`src/swbrm_pkg.sv`:
```
`timescale 1ns / 1ps
// ----------------------------------------------------------------------------
// Sliding-window byte rate meter: shared package
// Microcode program, control word layout and the divider control struct.
// ----------------------------------------------------------------------------
package swbrm_pkg;

  // Kind of an input word.
  localparam logic KIND_ADD   = 1'b0;
  localparam logic KIND_QUERY = 1'b1;

  // Bit-serial divider iteration count.
  localparam int unsigned    DIV_CNT_W = 7;
  localparam logic [6:0]     DIV_ITERS = 7'd64;

  typedef struct packed {
    logic start;  // load operands and begin
  } div_ctl_t;

  // Microprogram addresses.
  typedef enum logic [3:0] {
    S_IDLE  = 4'd0,
    S_BR    = 4'd1,
    S_ACHK  = 4'd2,
    S_ASET  = 4'd3,
    S_CLR   = 4'd4,
    S_RD    = 4'd5,
    S_WR    = 4'd6,
    S_QWIN  = 4'd7,
    S_QSET  = 4'd8,
    S_SUM   = 4'd9,
    S_DIV   = 4'd10,
    S_DIVW  = 4'd11,
    S_EMIT  = 4'd12
  } step_e;

  // Datapath operations.
  typedef enum logic [3:0] {
    OP_LOAD     = 4'd0,
    OP_NOP      = 4'd1,
    OP_ADD_CHK  = 4'd2,
    OP_ADD_SET  = 4'd3,
    OP_CLEAR    = 4'd4,
    OP_RD_CUR   = 4'd5,
    OP_WR_CUR   = 4'd6,
    OP_Q_WIN    = 4'd7,
    OP_Q_SET    = 4'd8,
    OP_SUM      = 4'd9,
    OP_DIV_GO   = 4'd10,
    OP_DIV_TAKE = 4'd11,
    OP_EMIT     = 4'd12
  } op_e;

  // Jump conditions.
  typedef enum logic [2:0] {
    JC_NONE     = 3'd0,
    JC_NO_IN    = 3'd1,
    JC_DIV_BUSY = 3'd2,
    JC_QUERY    = 3'd3,
    JC_CNT_NZ   = 3'd4,
    JC_EMPTY    = 3'd5,
    JC_OUT_FULL = 3'd6
  } jc_e;

  typedef struct packed {
    op_e   op;
    jc_e   jc;
    step_e jt;  // taken when the condition holds
    step_e nx;  // taken otherwise
  } ucode_t;

  // The control store.
  function automatic ucode_t ucode(step_e s);
    ucode_t w;
    w = '{op: OP_LOAD, jc: JC_NO_IN, jt: S_IDLE, nx: S_BR};
    unique case (s)
      S_IDLE: w = '{op: OP_LOAD,     jc: JC_NO_IN,    jt: S_IDLE, nx: S_BR};
      S_BR:   w = '{op: OP_NOP,      jc: JC_QUERY,    jt: S_QWIN, nx: S_ACHK};
      S_ACHK: w = '{op: OP_ADD_CHK,  jc: JC_NONE,     jt: S_ASET, nx: S_ASET};
      S_ASET: w = '{op: OP_ADD_SET,  jc: JC_NONE,     jt: S_CLR,  nx: S_CLR};
      S_CLR:  w = '{op: OP_CLEAR,    jc: JC_CNT_NZ,   jt: S_CLR,  nx: S_RD};
      S_RD:   w = '{op: OP_RD_CUR,   jc: JC_NONE,     jt: S_WR,   nx: S_WR};
      S_WR:   w = '{op: OP_WR_CUR,   jc: JC_NONE,     jt: S_IDLE, nx: S_IDLE};
      S_QWIN: w = '{op: OP_Q_WIN,    jc: JC_NONE,     jt: S_QSET, nx: S_QSET};
      S_QSET: w = '{op: OP_Q_SET,    jc: JC_EMPTY,    jt: S_EMIT, nx: S_SUM};
      S_SUM:  w = '{op: OP_SUM,      jc: JC_CNT_NZ,   jt: S_SUM,  nx: S_DIV};
      S_DIV:  w = '{op: OP_DIV_GO,   jc: JC_NONE,     jt: S_DIVW, nx: S_DIVW};
      S_DIVW: w = '{op: OP_DIV_TAKE, jc: JC_DIV_BUSY, jt: S_DIVW, nx: S_EMIT};
      S_EMIT: w = '{op: OP_EMIT,     jc: JC_OUT_FULL, jt: S_EMIT, nx: S_IDLE};
      default: w = '{op: OP_NOP,     jc: JC_NONE,     jt: S_IDLE, nx: S_IDLE};
    endcase
    return w;
  endfunction

endpackage

```
`src/swbrm_if.sv`:
```
`timescale 1ns / 1ps
// ----------------------------------------------------------------------------
// Sliding-window byte rate meter: channel interfaces
// Request channel (add or query word) and response channel (rate word).
// ----------------------------------------------------------------------------
interface swbrm_req_if;
  logic        valid;
  logic        ready;
  logic        kind;
  logic [31:0] time_s;
  logic [31:0] byte_count;

  modport source (output valid, output kind, output time_s, output byte_count,
                  input ready);
  modport sink   (input valid, input kind, input time_s, input byte_count,
                  output ready);
endinterface

interface swbrm_rsp_if;
  logic        valid;
  logic        ready;
  logic [31:0] rate_bps;
  logic [63:0] total_bytes;

  modport source (output valid, output rate_bps, output total_bytes, input ready);
  modport sink   (input valid, input rate_bps, input total_bytes, output ready);
endinterface

```
`src/swbrm_div.sv`:
```
`timescale 1ns / 1ps
// ----------------------------------------------------------------------------
// Sliding-window byte rate meter: bit-serial divider
// Restoring division, one quotient bit per cycle, 64 iterations.
// ----------------------------------------------------------------------------
module swbrm_div
  import swbrm_pkg::*;
#(
  parameter int unsigned DW = 5
) (
  input  logic          clk_i,
  input  logic          rst_ni,
  input  div_ctl_t      ctl_i,
  input  logic [63:0]   dividend_i,
  input  logic [DW-1:0] divisor_i,
  output logic          busy_o,
  output logic [63:0]   quotient_o
);

  logic [DIV_CNT_W-1:0] cnt_q, cnt_d;
  logic [63:0]          dvd_q;
  logic [DW-1:0]        rem_q;
  logic [DW-1:0]        dsr_q;
  logic [DW:0]          trial;
  logic [DW:0]          diff;
  logic                 ge;

  assign busy_o     = (cnt_q != '0);
  assign quotient_o = dvd_q;

  always_comb begin
    trial = {rem_q, dvd_q[63]};
    diff  = trial - {1'b0, dsr_q};
    ge    = (trial >= {1'b0, dsr_q});
  end

  always_comb begin
    cnt_d = cnt_q;
    if (ctl_i.start) begin
      cnt_d = DIV_ITERS;
    end else if (busy_o) begin
      cnt_d = cnt_q - 1'b1;
    end
  end

  always_ff @(posedge clk_i or negedge rst_ni) begin
    if (!rst_ni) begin
      cnt_q <= '0;
    end else begin
      cnt_q <= cnt_d;
    end
  end

  always_ff @(posedge clk_i) begin
    if (ctl_i.start) begin
      dvd_q <= dividend_i;
      rem_q <= '0;
      dsr_q <= divisor_i;
    end else if (busy_o) begin
      dvd_q <= {dvd_q[62:0], ge};
      rem_q <= ge ? diff[DW-1:0] : trial[DW-1:0];
    end
  end

`ifndef SYNTHESIS
  a_rem_below_divisor: assert property (@(posedge clk_i) disable iff (!rst_ni)
    busy_o |-> (rem_q < dsr_q))
    else $error("divider remainder reached the divisor");

  a_start_loads: assert property (@(posedge clk_i) disable iff (!rst_ni)
    ctl_i.start |=> (busy_o && (rem_q == '0)))
    else $error("divider did not start cleanly");

  a_cnt_bound: assert property (@(posedge clk_i) disable iff (!rst_ni)
    cnt_q <= DIV_ITERS)
    else $error("divider iteration count out of range");
`endif

endmodule

```
`src/sliding_window_byte_rate_meter.sv`:
```
`timescale 1ns / 1ps
// ----------------------------------------------------------------------------
// Sliding-window byte rate meter
// Per-second byte buckets in a ring, averaged over a sliding window.
// ----------------------------------------------------------------------------
// The meter takes one request word at a time. An add word books byte_count
// into the bucket of second time_s, clearing skipped seconds or restarting
// the window when time jumps back or leaps past the window; it gives no
// response. A query word returns the truncated mean bytes per second over
// the valid buckets of the window that ends at time_s (zero when there are
// none) together with the 64-bit running byte total. The bucket of a second
// sits at that second modulo the ring depth, the smallest power of two that
// holds the window, so the index is simply the low bits of time_s. Each word
// runs a short microprogram: an add clears the skipped seconds in turn before
// it books the bytes, and a query whose window holds valid seconds sums its
// buckets one by one and then runs the bit-serial division of the window
// sum by its number of seconds. A new request is taken only when the
// microprogram is back in its idle step; a finished response waits in an
// output register and does not hold up the next word, though the response
// after it stays in its final step until that register has been read.
// ----------------------------------------------------------------------------
module sliding_window_byte_rate_meter
  import swbrm_pkg::*;
#(
  parameter int unsigned WINDOW_SECONDS = 16
) (
  input  logic        clk_i,
  input  logic        rst_ni,
  swbrm_req_if.sink   req_i,
  swbrm_rsp_if.source rsp_o
);

  // Count width holds the window size itself; index width addresses a bucket
  // of the ring, whose depth is a power of two no smaller than the window.
  localparam int unsigned CW = $clog2(WINDOW_SECONDS + 1);
  localparam int unsigned IW = (WINDOW_SECONDS > 1) ? $clog2(WINDOW_SECONDS) : 1;
  localparam int unsigned DEPTH = 2 ** IW;
  localparam logic [31:0]   WIN32 = 32'(WINDOW_SECONDS);
  localparam logic [CW-1:0] WINC  = CW'(WINDOW_SECONDS);

  // Sequencer.
  step_e  step_q, step_d;
  ucode_t uc;
  logic   jump;
  logic   in_acc;

  // Captured word.
  logic        kind_q;
  logic [31:0] cur_q;
  logic [31:0] bytes_q;

  // Window state.
  logic [31:0] begin_q;
  logic [31:0] end_q;
  logic [63:0] total_q;

  // Working registers.
  logic [IW-1:0] ci;
  logic [IW-1:0] ptr_q;
  logic [CW-1:0] cnt_q;
  logic [CW-1:0] gap_q;
  logic [CW-1:0] size_q;
  logic          restart_q;
  logic [31:0]   wbeg_q;
  logic [31:0]   wend_q;
  logic [63:0]   sum_q;
  logic          pend_q;
  logic [31:0]   rate_q;

  // Bucket store.
  logic [63:0]   mem_q [DEPTH];
  logic [63:0]   rd_q;
  logic [IW-1:0] rd_addr;
  logic [63:0]   cur_val;

  // Output register.
  logic        out_vld_q;
  logic [31:0] out_rate_q;
  logic [63:0] out_total_q;
  logic        out_full;
  logic        emit_fire;

  // Divider.
  div_ctl_t      div_ctl;
  logic [63:0]   div_dvd;
  logic [CW-1:0] div_dsr;
  logic          div_busy;
  logic [63:0]   div_quo;

  // Shared arithmetic.
  logic [31:0]   nxt;
  logic [31:0]   gap32;
  logic          restart;
  logic [31:0]   wb0;
  logic          empty;
  logic [CW-1:0] back_off;
  logic [IW-1:0] back_idx;
  logic [31:0]   dq32;
  logic [31:0]   span32;

  assign uc       = ucode(step_q);
  assign in_acc   = req_i.valid && req_i.ready;
  assign req_i.ready = (uc.op == OP_LOAD);

  assign out_full  = out_vld_q && !rsp_o.ready;
  assign emit_fire = (uc.op == OP_EMIT) && !out_full;

  assign rsp_o.valid       = out_vld_q;
  assign rsp_o.rate_bps    = out_rate_q;
  assign rsp_o.total_bytes = out_total_q;

  // Time of the word plus one; cur_q never exceeds 2^32-2, so it fits.
  assign nxt     = cur_q + 32'd1;
  assign gap32   = nxt - end_q;
  assign restart = (end_q == '0) || (nxt < end_q) || (gap32 > WIN32);
  assign wb0     = (nxt > WIN32) ? (nxt - WIN32) : 32'd0;
  assign empty   = (wend_q <= wbeg_q);
  assign dq32    = cur_q - wbeg_q;
  assign span32  = wend_q - wbeg_q;

  // Bucket index of the current second.
  assign ci = cur_q[IW-1:0];

  // Step back from the current bucket index by an offset below the window;
  // the ring depth is a power of two, so the index simply wraps.
  always_comb begin
    back_off = (uc.op == OP_ADD_SET) ? (gap_q - 1'b1) : dq32[CW-1:0];
    back_idx = ci - back_off[IW-1:0];
  end

  always_comb begin
    div_ctl.start = (uc.op == OP_DIV_GO);
    div_dvd       = sum_q;
    div_dsr       = size_q;
  end

  swbrm_div #(
    .DW (CW)
  ) u_div (
    .clk_i       (clk_i),
    .rst_ni      (rst_ni),
    .ctl_i       (div_ctl),
    .dividend_i  (div_dvd),
    .divisor_i   (div_dsr),
    .busy_o      (div_busy),
    .quotient_o  (div_quo)
  );

  // Next step: the control word's condition picks between its two targets.
  always_comb begin
    unique case (uc.jc)
      JC_NONE:     jump = 1'b0;
      JC_NO_IN:    jump = !in_acc;
      JC_DIV_BUSY: jump = div_busy;
      JC_QUERY:    jump = (kind_q == KIND_QUERY);
      JC_CNT_NZ:   jump = (cnt_q != '0);
      JC_EMPTY:    jump = empty;
      JC_OUT_FULL: jump = out_full;
      default:     jump = 1'b0;
    endcase
    step_d = jump ? uc.jt : uc.nx;
  end

  always_ff @(posedge clk_i or negedge rst_ni) begin
    if (!rst_ni) begin
      step_q <= S_IDLE;
    end else begin
      step_q <= step_d;
    end
  end

  // Captured request; the last second value is folded onto the one below
  // so that one past it still fits in 32 bits.
  always_ff @(posedge clk_i) begin
    if (in_acc) begin
      kind_q  <= req_i.kind;
      cur_q   <= (req_i.time_s == 32'hFFFF_FFFF) ? 32'hFFFF_FFFE : req_i.time_s;
      bytes_q <= req_i.byte_count;
    end
  end

  // Window bookkeeping.
  always_ff @(posedge clk_i or negedge rst_ni) begin
    if (!rst_ni) begin
      begin_q <= '0;
      end_q   <= '0;
      total_q <= '0;
    end else begin
      if (uc.op == OP_ADD_SET) begin
        end_q <= nxt;
        if (restart_q) begin
          begin_q <= cur_q;
        end else if ((nxt > WIN32) && ((nxt - WIN32) > begin_q)) begin
          begin_q <= nxt - WIN32;
        end
      end
      if (uc.op == OP_WR_CUR) begin
        total_q <= total_q + {32'd0, bytes_q};
      end
    end
  end

  // Ring pointer and loop count.
  always_ff @(posedge clk_i or negedge rst_ni) begin
    if (!rst_ni) begin
      ptr_q  <= '0;
      cnt_q  <= '0;
      pend_q <= 1'b0;
    end else begin
      pend_q <= (uc.op == OP_SUM) && (cnt_q != '0);
      if (uc.op == OP_ADD_SET) begin
        cnt_q <= restart_q ? '0 : gap_q;
        ptr_q <= back_idx;
      end else if ((uc.op == OP_Q_SET) && !empty) begin
        cnt_q <= span32[CW-1:0];
        ptr_q <= back_idx;
      end else if (((uc.op == OP_CLEAR) || (uc.op == OP_SUM)) && (cnt_q != '0)) begin
        cnt_q <= cnt_q - 1'b1;
        ptr_q <= ptr_q + 1'b1;
      end
    end
  end

  // Payload working registers.
  always_ff @(posedge clk_i) begin
    if (uc.op == OP_ADD_CHK) begin
      restart_q <= restart;
      gap_q     <= gap32[CW-1:0];
    end
    if (uc.op == OP_Q_WIN) begin
      wend_q <= (nxt < end_q) ? nxt : end_q;
      wbeg_q <= (wb0 < begin_q) ? begin_q : wb0;
    end
    if (uc.op == OP_Q_SET) begin
      size_q <= span32[CW-1:0];
    end
    if (uc.op == OP_Q_SET) begin
      sum_q <= '0;
    end else if (pend_q) begin
      sum_q <= sum_q + rd_q;
    end
    if ((uc.op == OP_Q_SET) && empty) begin
      rate_q <= '0;
    end else if (uc.op == OP_DIV_TAKE) begin
      rate_q <= div_quo[31:0];
    end
  end

  // Bucket store: one read port with registered data, one write port.
  // Skipped seconds are zeroed as the window advances. After a restart only
  // the current second lies in the window, so its old contents are ignored;
  // every later second is zeroed on its way in.
  assign rd_addr = (uc.op == OP_RD_CUR) ? ci : ptr_q;
  assign cur_val = restart_q ? 64'd0 : rd_q;

  always_ff @(posedge clk_i) begin
    rd_q <= mem_q[rd_addr];
    if ((uc.op == OP_CLEAR) && (cnt_q != '0)) begin
      mem_q[ptr_q] <= 64'd0;
    end else if (uc.op == OP_WR_CUR) begin
      mem_q[ci] <= cur_val + {32'd0, bytes_q};
    end
  end

  // Response register.
  always_ff @(posedge clk_i or negedge rst_ni) begin
    if (!rst_ni) begin
      out_vld_q <= 1'b0;
    end else if (emit_fire) begin
      out_vld_q <= 1'b1;
    end else if (rsp_o.ready) begin
      out_vld_q <= 1'b0;
    end
  end

  always_ff @(posedge clk_i) begin
    if (emit_fire) begin
      out_rate_q  <= rate_q;
      out_total_q <= total_q;
    end
  end

`ifndef SYNTHESIS
  a_div_idle_on_start: assert property (@(posedge clk_i) disable iff (!rst_ni)
    div_ctl.start |-> !div_busy)
    else $error("divider started while busy");

  a_window_order: assert property (@(posedge clk_i) disable iff (!rst_ni)
    (end_q != '0) |-> (begin_q < end_q))
    else $error("window begin is not below its end");

  a_count_range: assert property (@(posedge clk_i) disable iff (!rst_ni)
    cnt_q <= WINC)
    else $error("loop count larger than the window");

  a_accept_starts: assert property (@(posedge clk_i) disable iff (!rst_ni)
    in_acc |=> (step_q == S_BR))
    else $error("accepted word did not start the microprogram");
`endif

endmodule

```
`src/flat_wrapper.sv`:
```
// flat-port wrapper written by rule: the top's interface ports become plain ports
module sliding_window_byte_rate_meter_flat import swbrm_pkg::*;
#(
  parameter int unsigned WINDOW_SECONDS = 16
)
  (clk_i, rst_ni, req_i_valid, req_i_kind, req_i_time_s, req_i_byte_count, req_i_ready, rsp_o_valid, rsp_o_rate_bps, rsp_o_total_bytes, rsp_o_ready);
  swbrm_req_if req_i_i ();
  swbrm_rsp_if rsp_o_i ();
  input  logic clk_i;
  input  logic rst_ni;
  input wire logic [$bits(req_i_i.valid)-1:0] req_i_valid;
  input wire logic [$bits(req_i_i.kind)-1:0] req_i_kind;
  input wire logic [$bits(req_i_i.time_s)-1:0] req_i_time_s;
  input wire logic [$bits(req_i_i.byte_count)-1:0] req_i_byte_count;
  output wire logic [$bits(req_i_i.ready)-1:0] req_i_ready;
  output wire logic [$bits(rsp_o_i.valid)-1:0] rsp_o_valid;
  output wire logic [$bits(rsp_o_i.rate_bps)-1:0] rsp_o_rate_bps;
  output wire logic [$bits(rsp_o_i.total_bytes)-1:0] rsp_o_total_bytes;
  input wire logic [$bits(rsp_o_i.ready)-1:0] rsp_o_ready;
  assign req_i_i.valid = req_i_valid;
  assign req_i_i.kind = req_i_kind;
  assign req_i_i.time_s = req_i_time_s;
  assign req_i_i.byte_count = req_i_byte_count;
  assign req_i_ready = req_i_i.ready;
  assign rsp_o_valid = rsp_o_i.valid;
  assign rsp_o_rate_bps = rsp_o_i.rate_bps;
  assign rsp_o_total_bytes = rsp_o_i.total_bytes;
  assign rsp_o_i.ready = rsp_o_ready;
  sliding_window_byte_rate_meter #(.WINDOW_SECONDS(WINDOW_SECONDS)) u_core (.clk_i(clk_i), .rst_ni(rst_ni), .req_i(req_i_i), .rsp_o(rsp_o_i));
endmodule
```
`config.mk`:
```
export PLATFORM = sky130hd
export DESIGN_NAME = sliding_window_byte_rate_meter_flat
export DESIGN_NICKNAME = d
export VERILOG_FILES = /design/src/swbrm_pkg.sv /design/src/swbrm_if.sv /design/src/swbrm_div.sv /design/src/sliding_window_byte_rate_meter.sv /design/src/flat_wrapper.sv
export SDC_FILE = /design/constraint.sdc
export NUM_CORES = 2
export LEC_CHECK = 0
export BUFFER_PORTS_ARGS = -buffer_cell sky130_fd_sc_hd__buf_2
export CAP_MARGIN = 20
export CELL_PAD_IN_SITES_DETAIL_PLACEMENT = 0
export CELL_PAD_IN_SITES_GLOBAL_PLACEMENT = 1
export CORE_ASPECT_RATIO = 1.25
export CORE_MARGIN = 1
export CORE_UTILIZATION = 55
export CTS_CLUSTER_DIAMETER = 200
export DETAILED_ROUTE_END_ITERATION = 6
export PLACE_DENSITY_LB_ADDON = 0.1
export SETUP_SLACK_MARGIN = 0.2
export SLEW_MARGIN = 10
export SYNTH_ARGS = -nofsm -noshare
export SYNTH_HDL_FRONTEND = slang
export SYNTH_SLANG_ARGS = --single-unit
```
`constraint.sdc`:
```
create_clock -name clk_i -period 16.7 [get_ports clk_i]
set_input_delay 2.505 -clock clk_i [delete_from_list [all_inputs] [get_ports clk_i]]
set_output_delay 2.505 -clock clk_i [all_outputs]
set_load 0.005 [all_outputs]
```
==> metrics.csv <==
metric;value;unit
status;finished with violations;
failing checks;DRC;
fin nets;6145;
initial drt markers;3877;
register area share after synthesis;0.622;
via/cell ratio;6.02;
final core occ;0.616;
post-CTS sizing;0;
total clock sinks;1644;
first-pass GRT wire length;284000;um
clock latency at the later pin of the worst-skew pair;0.80;ns
worst hold endpoint;u_core.u_div.dsr_q[4]$_DFFE_PP_;
area leader, netlist;edfxtp_1;
HPWL after DPL;118000;um
pre-CTS worst setup slack;9.07;ns
routed wire length;188000;um
r2r worst-path depth;21;
Synth cell types;88;
Synth top cells by count;1329 x edfxtp_1, 665 x nand2_1, 368 x nor2_1, 275 x a21oi_1, 273 x ha_1;
drt drc;3;
drt pass-1 iters;7;
total congestion overflow;0;
most common cell in the netlist;edfxtp_1;
fin crit share;0.455;
post-synthesis instance total;5667;
clock-pin slew on the worst setup and hold paths;0.06;ns
Critical Path Start Type;flip-flop;
final worst setup slack;9.11;ns
IO Port Bufs;166;
Hold Path Depth;0;
synthesized area per cell;13.3;um2
Synth area leaders;edfxtp_1 53%, mux4_2 7.6%, dfrtp_1 5.0%;
MaxCap Viol Count;0;
R2R Path Start;u_core.cur_q[2]$_SDFFCE_PN1P_;
flop2flop setup slack;9.11;ns
Syn Nets;6017;
number of synthesized flops with an enable pin;1329;
crit path max fanout;19;
HP Class;reg2reg;
die width;333;um
Root Buffer;clkbuf_16;
GR Util All Layers;0.272;
Final Instance Count excl. Fillers;7689;
worst-case clock skew;0.0414;ns
CTS tree;built;
count of pins over their slew limit;0;
layout overhead on the synthesized area;10.9;%
CTS buffer count;161;
Slew @ Worst Pin;1.16;ns
# IOs;167;
final instance area;83700;um2
critical path class;reg2reg;
Power Density;177;nW/um2
Final Hold Slack;0.416;ns
DIE AREA;139000;um2
Cell Count Post-Placement;7388;
Synth async-reset ratio;0.0912;
Final Critical Period;7.59;ns
number of setup buffers added after CTS;0;
Ys Warns;0;
num rows;151;
fmax;132;MHz
worst min-delay path startpoint;u_core.div_dsr[4]$_DFFE_PN_;
Max transition margin;0.226;
number of H-tree levels;4;
antenna violations before repair;4;
Top FF cell, synth;edfxtp_1;
maximum vdd drop;0.161;mV
setup violators final;0;
Post-Synthesis Cell Area;75500;um2
Leak Pwr;30.4;nW
Core ar.;136000;um2
FF+latch count, synth;1644;
vias in the first global route;45500;
Initial Util;0.556;
Setup crit end kind;flip-flop;
DR vias;46300;
final hold violation count;0;
detailed-route wire length per cell;24.4;um
top cell type's share of synthesized area;0.528;
Placement Cell Area;78300;um2
crit path DAT;8.23;ns
setup_tns;0;ns
worst reg2reg endpoint;u_core.begin_q[27]$_DFFE_PN0P_;
largest net degree at the start of global routing;142;
Die Y;416;um
# fillers;10400;
Final Power;14.8;mW
antenna viol nets, final;0;
share of cells above drive strength 1;0.144;
data required time at the worst endpoint;17.34;ns
clock buffer depth;3;
GP Congestion;0.938;
RSZ-0062 raised after global routing;false;
hold buffers post-CTS;0;
area by class of cell:
type | instances | area, um2 | share of cell area
multi-input combinational | 3501 | 26800 | 0.320
timing repair buffer | 244 | 1460 | 0.0174
sequential | 1644 | 47000 | 0.561
clock inverter | 92 | 1110 | 0.0133
antenna | 1 | 2.50 | 0.0000299
clock buffer | 205 | 4250 | 0.0508
inverter | 243 | 912 | 0.0109
tap | 1759 | 2200 | 0.0263
worst max path at each step:
stage / start / end / slack, ns
after floorplan: rsp_o_ready / u_core.rsp_o.rate_bps[0]$_DFFE_PP_ / 9.24
after global placement: u_core.cur_q[2]$_SDFFCE_PN1P_ / u_core.begin_q[28]$_DFFE_PN0P_ / 9.23
after detailed placement: u_core.cur_q[2]$_SDFFCE_PN1P_ / u_core.begin_q[29]$_DFFE_PN0P_ / 9.07
after CTS: u_core.cur_q[2]$_SDFFCE_PN1P_ / u_core.begin_q[29]$_DFFE_PN0P_ / 9.03
after global routing: u_core.cur_q[2]$_SDFFCE_PN1P_ / u_core.begin_q[27]$_DFFE_PN0P_ / 8.53
final: u_core.cur_q[2]$_SDFFCE_PN1P_ / u_core.begin_q[27]$_DFFE_PN0P_ / 9.11
where the power goes:
part           switching (mW)  total (mW)  internal, mW  leakage, nW
Combinational            3.17        5.46          2.28         12.8
Clock                    1.58        3.68          2.10         2.59
Sequential              0.527        5.71          5.18         15.0
registers in the layout, indices dropped and copies added (netlist names), 64 cells and up:
register / flops
u_core.div_dvd: 64
u_core.mem_q: 1024
u_core.rd_q: 64
u_core.rsp_o.total_bytes: 64
u_core.total_q: 64
u_core.u_div.quotient_o: 64
routing by layer:
layer | part of all wire | track usage | up-vias
met5 | 0.000069 | 0 | -
met1 | 0.44 | 0.386 | 23200
met2 | 0.48 | 0.443 | 1364
met4 | 0.026 | 0.0783 | 2
li1 | - | - | 21400
met3 | 0.056 | 0.0356 | 268
logic make-up after synthesis:
family / share of synthesized area
flops: 0.622
simple gates: 0.0995
compound gates: 0.0792
buf+inv: 0.0265
mux: 0.0954
fa+ha+maj: 0.0475
xor+xnor: 0.0302
worst max-delay path, stage by stage, from the launching register on:
cell and delay (ns):
edfxtp_1 0.79, nand3_1 0.34, nor4_1 0.70, xnor2_1 0.36, a21boi_0 0.66, nand2_1 0.34, nor2_1 0.30, nand3_1 0.25
nor4_1 0.31, xnor2_1 0.24, inv_1 0.08, ha_1 0.29, nand4_1 0.10, nor2_1 0.16, and3_1 0.21, nand4_1 0.16
or4_1 0.56, nor3_1 0.20, nor3_1 0.09, o21ai_4 0.49, buf_4 0.41, mux2_2 0.37
cell usage in the layout (no fill, tap or decap), drive strengths merged, types with 81 or more instances in the layout:
master,instances
buf,244
ha,273
clkbuf,205
o21ai,203
xor2,94
xnor2,166
inv,243
nor2,369
nand3,89
a21o,109
dfxtp,165
and2,81
nor3,82
mux4,256
a21oi,276
edfxtp,1329
dfrtp,150
nand2,665
a31oi,91
a211oi,95
Power figures use the tool's default switching activity.
